<file path="config.mk">
export PLATFORM = sky130hd
export DESIGN_NAME = tsp_branch_and_bound
export DESIGN_NICKNAME = d
export VERILOG_FILES = /design/src/design/tspbb_pkg.sv /design/src/design/tspbb_ctrl.sv /design/src/design/tspbb_dp.sv /design/src/design/tsp_branch_and_bound.sv
export SDC_FILE = /design/constraint.sdc
export NUM_CORES = 2
export LEC_CHECK = 0
export BUFFER_PORTS_ARGS = -buffer_cell sky130_fd_sc_hd__buf_2
export CORE_ASPECT_RATIO = 2
export CORE_MARGIN = 8
export CORE_UTILIZATION = 63
export DETAILED_ROUTE_END_ITERATION = 12
export GPL_ROUTABILITY_DRIVEN = 0
export PLACE_DENSITY = 0.8
export SYNTH_ARGS = -nofsm -noshare
export SYNTH_HDL_FRONTEND = slang
export SYNTH_SLANG_ARGS = --single-unit
</file>
<file path="constraint.sdc">
create_clock -name clk -period 12.6 [get_ports clk]
set_clock_uncertainty 0.2 [all_clocks]
set_input_delay 1.26 -clock clk [delete_from_list [all_inputs] [get_ports clk]]
set_output_delay 1.26 -clock clk [all_outputs]
set_load 0.01 [all_outputs]
</file>
<file path="src/design/tspbb_pkg.sv">
// ---------------------------------------------------------------------------
// tspbb_pkg
// Shared constants, state encoding and control structs for the tour search.
// ---------------------------------------------------------------------------
`timescale 1ns / 1ps
package tspbb_pkg;
	localparam int CITIES    = 8;
	localparam int DIST_BITS = 16;
	localparam int CITY_W    = 3;
	localparam int DEPTH_W   = 4;
	localparam int COST_W    = 20;
	localparam int BND_W     = 21;
	localparam int SUM_W     = 19;
	localparam int ADDR_W    = 2 * CITY_W;
	localparam int STORE_DEPTH = 1 << ADDR_W;

	localparam logic [COST_W-1:0]    COST_MAX = {COST_W{1'b1}};
	localparam logic [DIST_BITS-1:0] DIST_MAX = {DIST_BITS{1'b1}};
	localparam logic [CITY_W-1:0]    LAST_CITY = CITY_W'(CITIES - 1);

	typedef enum logic [2:0] {
		ST_IDLE,
		ST_MIN_RD,
		ST_MIN_ACC,
		ST_INIT,
		ST_STEP,
		ST_EXT,
		ST_CLOSE,
		ST_OUT
	} state_t;

	typedef struct packed {
		logic wr;
		logic min_start;
		logic min_rd;
		logic min_acc;
		logic init;
		logic step;
		logic ext;
		logic close;
		logic up;
		logic out_adv;
	} cmd_t;

	typedef struct packed {
		logic min_last;
		logic d_full;
		logic exhausted;
		logic visited;
		logic last_up;
		logic out_last;
	} status_t;
endpackage

</file>
<file path="src/design/tspbb_ctrl.sv">
// ---------------------------------------------------------------------------
// tspbb_ctrl
// Sequencer for matrix load, row minimum sweep, depth-first search and
// result readout.
// ---------------------------------------------------------------------------
`timescale 1ns / 1ps
module tspbb_ctrl import tspbb_pkg::*; (
	input  logic    clk,
	input  logic    arst_n,
	input  logic    item_valid,
	input  logic    kind,
	input  logic    result_stall,
	input  status_t status,
	output cmd_t    cmd,
	output logic    busy,
	output logic    result_valid
);
	state_t state_q, state_d;

	always_ff @(posedge clk or negedge arst_n) begin
		if (!arst_n) state_q <= ST_IDLE;
		else         state_q <= state_d;
	end

	always_comb begin
		state_d      = state_q;
		cmd          = '0;
		busy         = (state_q != ST_IDLE);
		result_valid = (state_q == ST_OUT);
		unique case (state_q)
			ST_IDLE: begin
				if (item_valid) begin
					if (kind) begin
						cmd.min_start = 1'b1;
						state_d       = ST_MIN_RD;
					end else begin
						cmd.wr = 1'b1;
					end
				end
			end
			ST_MIN_RD: begin
				cmd.min_rd = 1'b1;
				state_d    = ST_MIN_ACC;
			end
			ST_MIN_ACC: begin
				cmd.min_acc = 1'b1;
				state_d     = status.min_last ? ST_INIT : ST_MIN_RD;
			end
			ST_INIT: begin
				cmd.init = 1'b1;
				state_d  = ST_STEP;
			end
			ST_STEP: begin
				if (status.d_full) begin
					state_d = ST_CLOSE;
				end else if (status.exhausted) begin
					cmd.up  = 1'b1;
					state_d = status.last_up ? ST_OUT : ST_STEP;
				end else begin
					cmd.step = 1'b1;
					if (!status.visited) state_d = ST_EXT;
				end
			end
			ST_EXT: begin
				cmd.ext = 1'b1;
				state_d = ST_STEP;
			end
			ST_CLOSE: begin
				cmd.close = 1'b1;
				cmd.up    = 1'b1;
				state_d   = status.last_up ? ST_OUT : ST_STEP;
			end
			ST_OUT: begin
				if (!result_stall) begin
					cmd.out_adv = 1'b1;
					if (status.out_last) state_d = ST_IDLE;
				end
			end
			default: state_d = ST_IDLE;
		endcase
	end
endmodule

</file>
<file path="src/design/tspbb_dp.sv">
// ---------------------------------------------------------------------------
// tspbb_dp
// Distance memory, row minima, per-level search stack and best tour.
// ---------------------------------------------------------------------------
`timescale 1ns / 1ps
module tspbb_dp import tspbb_pkg::*; (
	input  logic                  clk,
	input  logic                  arst_n,
	input  cmd_t                  cmd,
	input  logic [CITY_W-1:0]     row,
	input  logic [CITY_W-1:0]     col,
	input  logic [DIST_BITS-1:0]  distance,
	output status_t               status,
	output logic [CITY_W-1:0]     position,
	output logic [CITY_W-1:0]     city,
	output logic [COST_W-1:0]     tour_cost,
	output logic                  last
);
	logic [DIST_BITS-1:0] mem [STORE_DEPTH];
	logic [DIST_BITS-1:0] rd_q;
	logic [ADDR_W-1:0]    rd_addr;

	logic [CITY_W-1:0]    r_q, j_q;
	logic [DIST_BITS-1:0] m_q;
	logic [SUM_W-1:0]     sum_q;
	logic [DIST_BITS-1:0] rowmin_q [CITIES];

	logic [CITIES-1:0]        vis_q;
	logic [CITY_W-1:0]        path_q  [CITIES];
	logic [COST_W-1:0]        cost_q  [CITIES];
	logic signed [BND_W-1:0]  bnd_q   [CITIES];
	logic [DEPTH_W-1:0]       try_q   [CITIES];
	logic [DEPTH_W-1:0]       d_q;
	logic [COST_W-1:0]        best_q;
	logic [CITY_W-1:0]        bpath_q [CITIES];
	logic [CITY_W-1:0]        ocnt_q;

	logic [CITY_W-1:0]        dcur, dm1, prev, ic;
	logic [DEPTH_W-1:0]       itry, dnext;
	logic [DIST_BITS-1:0]     mm;
	logic [COST_W-1:0]        nc;
	logic signed [BND_W-1:0]  nb;
	logic signed [BND_W:0]    lhs;
	logic                     keep, better;

	assign dcur  = d_q[CITY_W-1:0];
	assign dm1   = CITY_W'(d_q - DEPTH_W'(1));
	assign dnext = d_q + DEPTH_W'(1);
	assign prev  = path_q[dm1];
	assign itry  = try_q[dcur];
	assign ic    = itry[CITY_W-1:0];

	assign status.min_last  = (r_q == LAST_CITY) && (j_q == LAST_CITY);
	assign status.d_full    = (d_q >= DEPTH_W'(CITIES));
	assign status.exhausted = (itry >= DEPTH_W'(CITIES));
	assign status.visited   = vis_q[ic];
	assign status.last_up   = (d_q == DEPTH_W'(1));
	assign status.out_last  = (ocnt_q == LAST_CITY);

	assign rd_addr = cmd.min_rd ? {r_q, j_q}
	               : (status.d_full ? {prev, path_q[0]} : {prev, ic});

	assign mm = ((j_q != r_q) && (rd_q < m_q)) ? rd_q : m_q;

	// bound may go negative; compare in one extra bit
	assign nc     = cost_q[dm1] + COST_W'(rd_q);
	assign nb     = bnd_q[dm1] - $signed({{(BND_W-DIST_BITS){1'b0}}, rowmin_q[prev]});
	assign lhs    = $signed({1'b0, nc}) + {nb[BND_W-1], nb};
	assign keep   = lhs < $signed({1'b0, best_q});
	assign better = nc < best_q;

	always_ff @(posedge clk) begin
		if (cmd.wr) mem[{row, col}] <= distance;
		rd_q <= mem[rd_addr];
	end

	always_ff @(posedge clk) begin
		if (cmd.min_start) begin
			r_q   <= '0;
			j_q   <= '0;
			m_q   <= DIST_MAX;
			sum_q <= '0;
		end else if (cmd.min_acc) begin
			if (j_q == LAST_CITY) begin
				rowmin_q[r_q] <= mm;
				sum_q <= sum_q + SUM_W'(mm);
				m_q   <= DIST_MAX;
				j_q   <= '0;
				r_q   <= r_q + CITY_W'(1);
			end else begin
				m_q <= mm;
				j_q <= j_q + CITY_W'(1);
			end
		end
	end

	always_ff @(posedge clk or negedge arst_n) begin
		if (!arst_n) begin
			vis_q  <= '0;
			d_q    <= '0;
			best_q <= COST_MAX;
			ocnt_q <= '0;
			for (int k = 0; k < CITIES; k++) begin
				path_q[k]  <= '0;
				cost_q[k]  <= '0;
				bnd_q[k]   <= '0;
				try_q[k]   <= '0;
				bpath_q[k] <= '0;
			end
		end else begin
			if (cmd.init) begin
				best_q    <= COST_MAX;
				vis_q     <= CITIES'(1);
				path_q[0] <= '0;
				cost_q[0] <= '0;
				bnd_q[0]  <= $signed(BND_W'(sum_q >> 1));
				d_q       <= DEPTH_W'(1);
				try_q[1]  <= '0;
				ocnt_q    <= '0;
				for (int k = 0; k < CITIES; k++) bpath_q[k] <= '0;
			end
			if (cmd.step) begin
				try_q[dcur] <= itry + DEPTH_W'(1);
				if (!vis_q[ic]) begin
					vis_q[ic]    <= 1'b1;
					path_q[dcur] <= ic;
				end
			end
			if (cmd.ext) begin
				if (keep) begin
					cost_q[dcur] <= nc;
					bnd_q[dcur]  <= nb;
					d_q          <= dnext;
					if (dnext < DEPTH_W'(CITIES)) try_q[dnext[CITY_W-1:0]] <= '0;
				end else begin
					vis_q[path_q[dcur]] <= 1'b0;
				end
			end
			if (cmd.close && better) begin
				best_q <= nc;
				for (int k = 0; k < CITIES; k++) bpath_q[k] <= path_q[k];
			end
			if (cmd.up) begin
				d_q <= d_q - DEPTH_W'(1);
				if (d_q >= DEPTH_W'(2)) vis_q[prev] <= 1'b0;
			end
			if (cmd.out_adv) ocnt_q <= ocnt_q + CITY_W'(1);
		end
	end

	assign position  = ocnt_q;
	assign city      = bpath_q[ocnt_q];
	assign tour_cost = best_q;
	assign last      = status.out_last;
endmodule

</file>
<file path="src/design/tsp_branch_and_bound.sv">
// ---------------------------------------------------------------------------
// tsp_branch_and_bound
// Exact shortest closed tour from city 0 by depth-first branch and bound.
// ---------------------------------------------------------------------------
// Input channel (item_valid / item_stall): kind 0 writes distance into the
// matrix entry at row, col; the next request follows at once. kind 1 starts
// a search over the loaded matrix. A search first sweeps the matrix for
// each row's smallest off-diagonal edge, reading each entry and then
// folding it into the row minimum. The search then tries each candidate
// city at each level and extends through unvisited ones, reading each edge
// over the single memory read port; the total depends on the data.
// Output channel (result_valid / result_stall): CITIES results per start,
// one per cycle while not stalled, position 0 first, last on the final one.
// item_stall stays high from the start until the last result is taken.
// A stalled result holds its fields. Reset clears the controller and the
// search state; the distance matrix is undefined until loaded.
// ---------------------------------------------------------------------------
`timescale 1ns / 1ps
module tsp_branch_and_bound import tspbb_pkg::*; (
	input  logic                 clk,
	input  logic                 arst_n,
	input  logic                 item_valid,
	output logic                 item_stall,
	input  logic                 kind,
	input  logic [CITY_W-1:0]    row,
	input  logic [CITY_W-1:0]    col,
	input  logic [DIST_BITS-1:0] distance,
	output logic                 result_valid,
	input  logic                 result_stall,
	output logic [CITY_W-1:0]    position,
	output logic [CITY_W-1:0]    city,
	output logic [COST_W-1:0]    tour_cost,
	output logic                 last
);
	cmd_t    cmd;
	status_t status;

	tspbb_ctrl u_ctrl (
		.clk          (clk),
		.arst_n       (arst_n),
		.item_valid   (item_valid),
		.kind         (kind),
		.result_stall (result_stall),
		.status       (status),
		.cmd          (cmd),
		.busy         (item_stall),
		.result_valid (result_valid)
	);

	tspbb_dp u_dp (
		.clk       (clk),
		.arst_n    (arst_n),
		.cmd       (cmd),
		.row       (row),
		.col       (col),
		.distance  (distance),
		.status    (status),
		.position  (position),
		.city      (city),
		.tour_cost (tour_cost),
		.last      (last)
	);
endmodule

</file>
==> run_results.csv <==
group,metric,value,unit
yosys,yosys_warnings,0,
cells_and_area,syn_to_final_growth,9.35,%
critical_path,worst_setup_path_end_kind,"register",
cts,cts_tree,"yes",
cts,post_cts.repair.setup_buffers,0,
yosys,yosysSeqAreaShare,64.3,%
yosys,synth_cell_type_count,83,
route,vias_per_cell,6.62,
timing,min_period_over_period,86.6,%
outcome,run_status,"finished clean",
cts,ctsResizeCount,0,
global_route,antenna_found_initial,9,
global_route,grt_overflow,0,
cts,cts_root_buffer,"clkbuf_16",
critical_path,start_kind,"register",
critical_path,cp-startpoint,"u_dp.d_q[0]$_DFF_PN0_",
timing,tns,0,ns
timing,worst_pin_slew,1.38,ns
critical_path,r2r_slack,1.69,ns
cts,cts_sinks,1655,
cells_and_area,drive_gt1_share,17.2,%
cts,path_clk_slew,0.07,ns
timing,timing_hold_violations_final,0,
cts,cts-buffers-inserted,139,
yosys,yosysTopAreaCellShare,47.4,%
floorplanning,die_x,257,um
floorplanning,die_area,128000,um^2
route,drt-total-wl,199,mm
timing,fmax,91.6,MHz
critical_path,cpPeakStageDelay,0.83,ns
critical_path,worst_ep_required_time,13.05,ns
floorplanning,rows,176,
floorplanning,ios,56,
timing,drv_slew,0,
timing,setup_viol,0,
critical_path,crit_type,"register to register",
floorplanning,initial_core_util,63.5,%
yosys,synthTopCellsByCount,"1152 x edfxtp_1, 1051 x nand2_1, 426 x dfrtp_1",
cts,ctsLongestPathBuffers,3,
critical_path,r2r_cells,33,
global_route,grt_max_degree,167,
cts,clock_latency,0.80,ns
global_route,grt_pass1_vias,48924,
place,numPortBuffers,55,
yosys,ys_async_sr_fraction,26.9,%
hold_path,hold_path_startpoint,"u_dp.sum_q[11]$_SDFFE_PP0P_",
critical_path,critPathMostFrequentCell,"a21oi_1",
yosys,syn_area,73000,um^2
cells_and_area,nFillCells,7753,
yosys,syn_nets,5817,
global_route,grt_pass1_wl,296,mm
cells_and_area,layout.nets,5834,
route,vias,48420,
route,firstDrtPassIters,6,
floorplanning,die_h,497,um
yosys,ys_ff_latch,1655,
yosys,synth_cells,5655,
yosys,synth_area_leaders,"edfxtp_1 47%, dfrtp_1 15%, mux2_2 5.7%",
critical_path,reg2reg_from,"u_dp.d_q[0]$_DFF_PN0_",
timing,rsz0062_at_grt,"no",
yosys,synth_edf_count,1152,
yosys,syn_avg_cell_area,12.9,um^2
route,drt-initial-drc-count,5241,
cts,postCtsHoldBufs,0,
cts,htree_num_levels,4,
timing,finalHoldWorstSlack,0.280,ns
yosys,yosys.area.top_type,"edfxtp_1",
route,drc,0,
place,hpwl,128,mm
timing,min_period,10.91,ns
cells_and_area,final_util,69.4,%
hold_path,hp-class,"register to register",
yosys,yosysMostFrequentCell,"edfxtp_1",
yosys,synth_flop_cell,"edfxtp_1",
critical_path,worstPathArrival,11.36,ns
timing,maxSlewHeadroom,7.88,%
global_route,grt.total_usage,30.5,%
flow_run,drv_cap,0,
critical_path,crit_slowest_cell,"mux2i_4",
hold_path,hold-path-cell-count,2,
critical_path,worstPathMaxFanout,41,
floorplanning,fp.coreArea,115000,um^2
route,wl_per_cell,27.2,um
route,drtAntennaViolNets,0,
critical path, delay by kind of cell (launching register included):
kind                       cells  cell delay, ns
and+or+nand+nor                9            2.01
AOI/OAI and AO/OA             11            2.01
buffers and inverters          4            1.75
xor gates and xnor gates       3            1.41
adders and majority gates      4            1.32
muxes                          2            1.25
DFF                            1            0.65
placed cells by master, fill, tap and decap left out, drive strengths merged, types with 23 or more instances in the layout:
cell,synthesis,routed
nor3,51,51
o22ai,36,36
dfrtp,426,426
nor2,245,245
ha,131,131
a311oi,61,61
o221ai,39,39
mux4,105,105
a31oi,107,107
mux2,381,381
nand3,389,389
inv,103,112
xnor2,48,48
and2,49,49
and3,58,58
a211oi,76,76
mux2i,147,147
o211ai,23,23
clkbuf,203,175
clkinv,0,50
nand2,1051,1051
xor2,27,27
dfxtp,57,57
o21ai,77,77
a21o,33,33
a21oi,171,171
edfxtp,1152,1152
buf,136,215
layout make-up:
class                      count  area, um^2  share of cell area, %
timing repair buffer         215        1550                   1.94
antenna                       21        52.6                 0.0659
inverter                     103         387                  0.485
clock buffer                 175        3770                   4.72
multi-input combinational   3558       24500                   30.7
clock inverter                77         737                  0.924
sequential                  1655       46900                   58.8
tap                         1513        1890                   2.37
worst min-delay path by stage:
| stage | end |
|---|---|
| floorplan | u_dp.sum_q[0]$_SDFFE_PP0P_ |
| global placement | u_dp.sum_q[12]$_SDFFE_PP0P_ |
| detailed placement | u_dp.sum_q[11]$_SDFFE_PP0P_ |
| CTS | u_dp.sum_q[11]$_SDFFE_PP0P_ |
| global route | register |
| finish | u_dp.sum_q[11]$_SDFFE_PP0P_ |
metal layers:
metal | up-vias | track usage, % | part of all wire, %
li1 | 20955 | - | -
met1 | 24117 | 32.3 | 32
met2 | 2616 | 53.9 | 52
met3 | 732 | 4.43 | 7.0
met4 | 0 | 24.2 | 9.0
met5 | - | 0 | 0
cell families (layout without fill, tap and decap cells):
family / after synthesis / in the layout / share of synthesized area (%)
simple gates: 1971 / 1971 / 11.8
flops: 1655 / 1655 / 64.3
compound gates: 744 / 744 / 6.95
mux: 633 / 633 / 11.1
buf+inv: 442 / 570 / 2.53
fa+ha+maj: 135 / 135 / 2.36
xor+xnor: 75 / 75 / 0.911
other cells: 0 / 21 / 0
through the flow:
stage	cells	cell area [um^2]	setup WS [ns]
floorplan	5655	73000	3.22
global placement	7044	75200	2.07
detailed placement	7044	75200	1.86
CTS	7296	79700	1.83
global route	7314	79800	1.17
finish	7317	79800	1.69
Power is not shown: default switching activity piles up to over one toggle a cycle in this logic, so the estimate is an artifact.
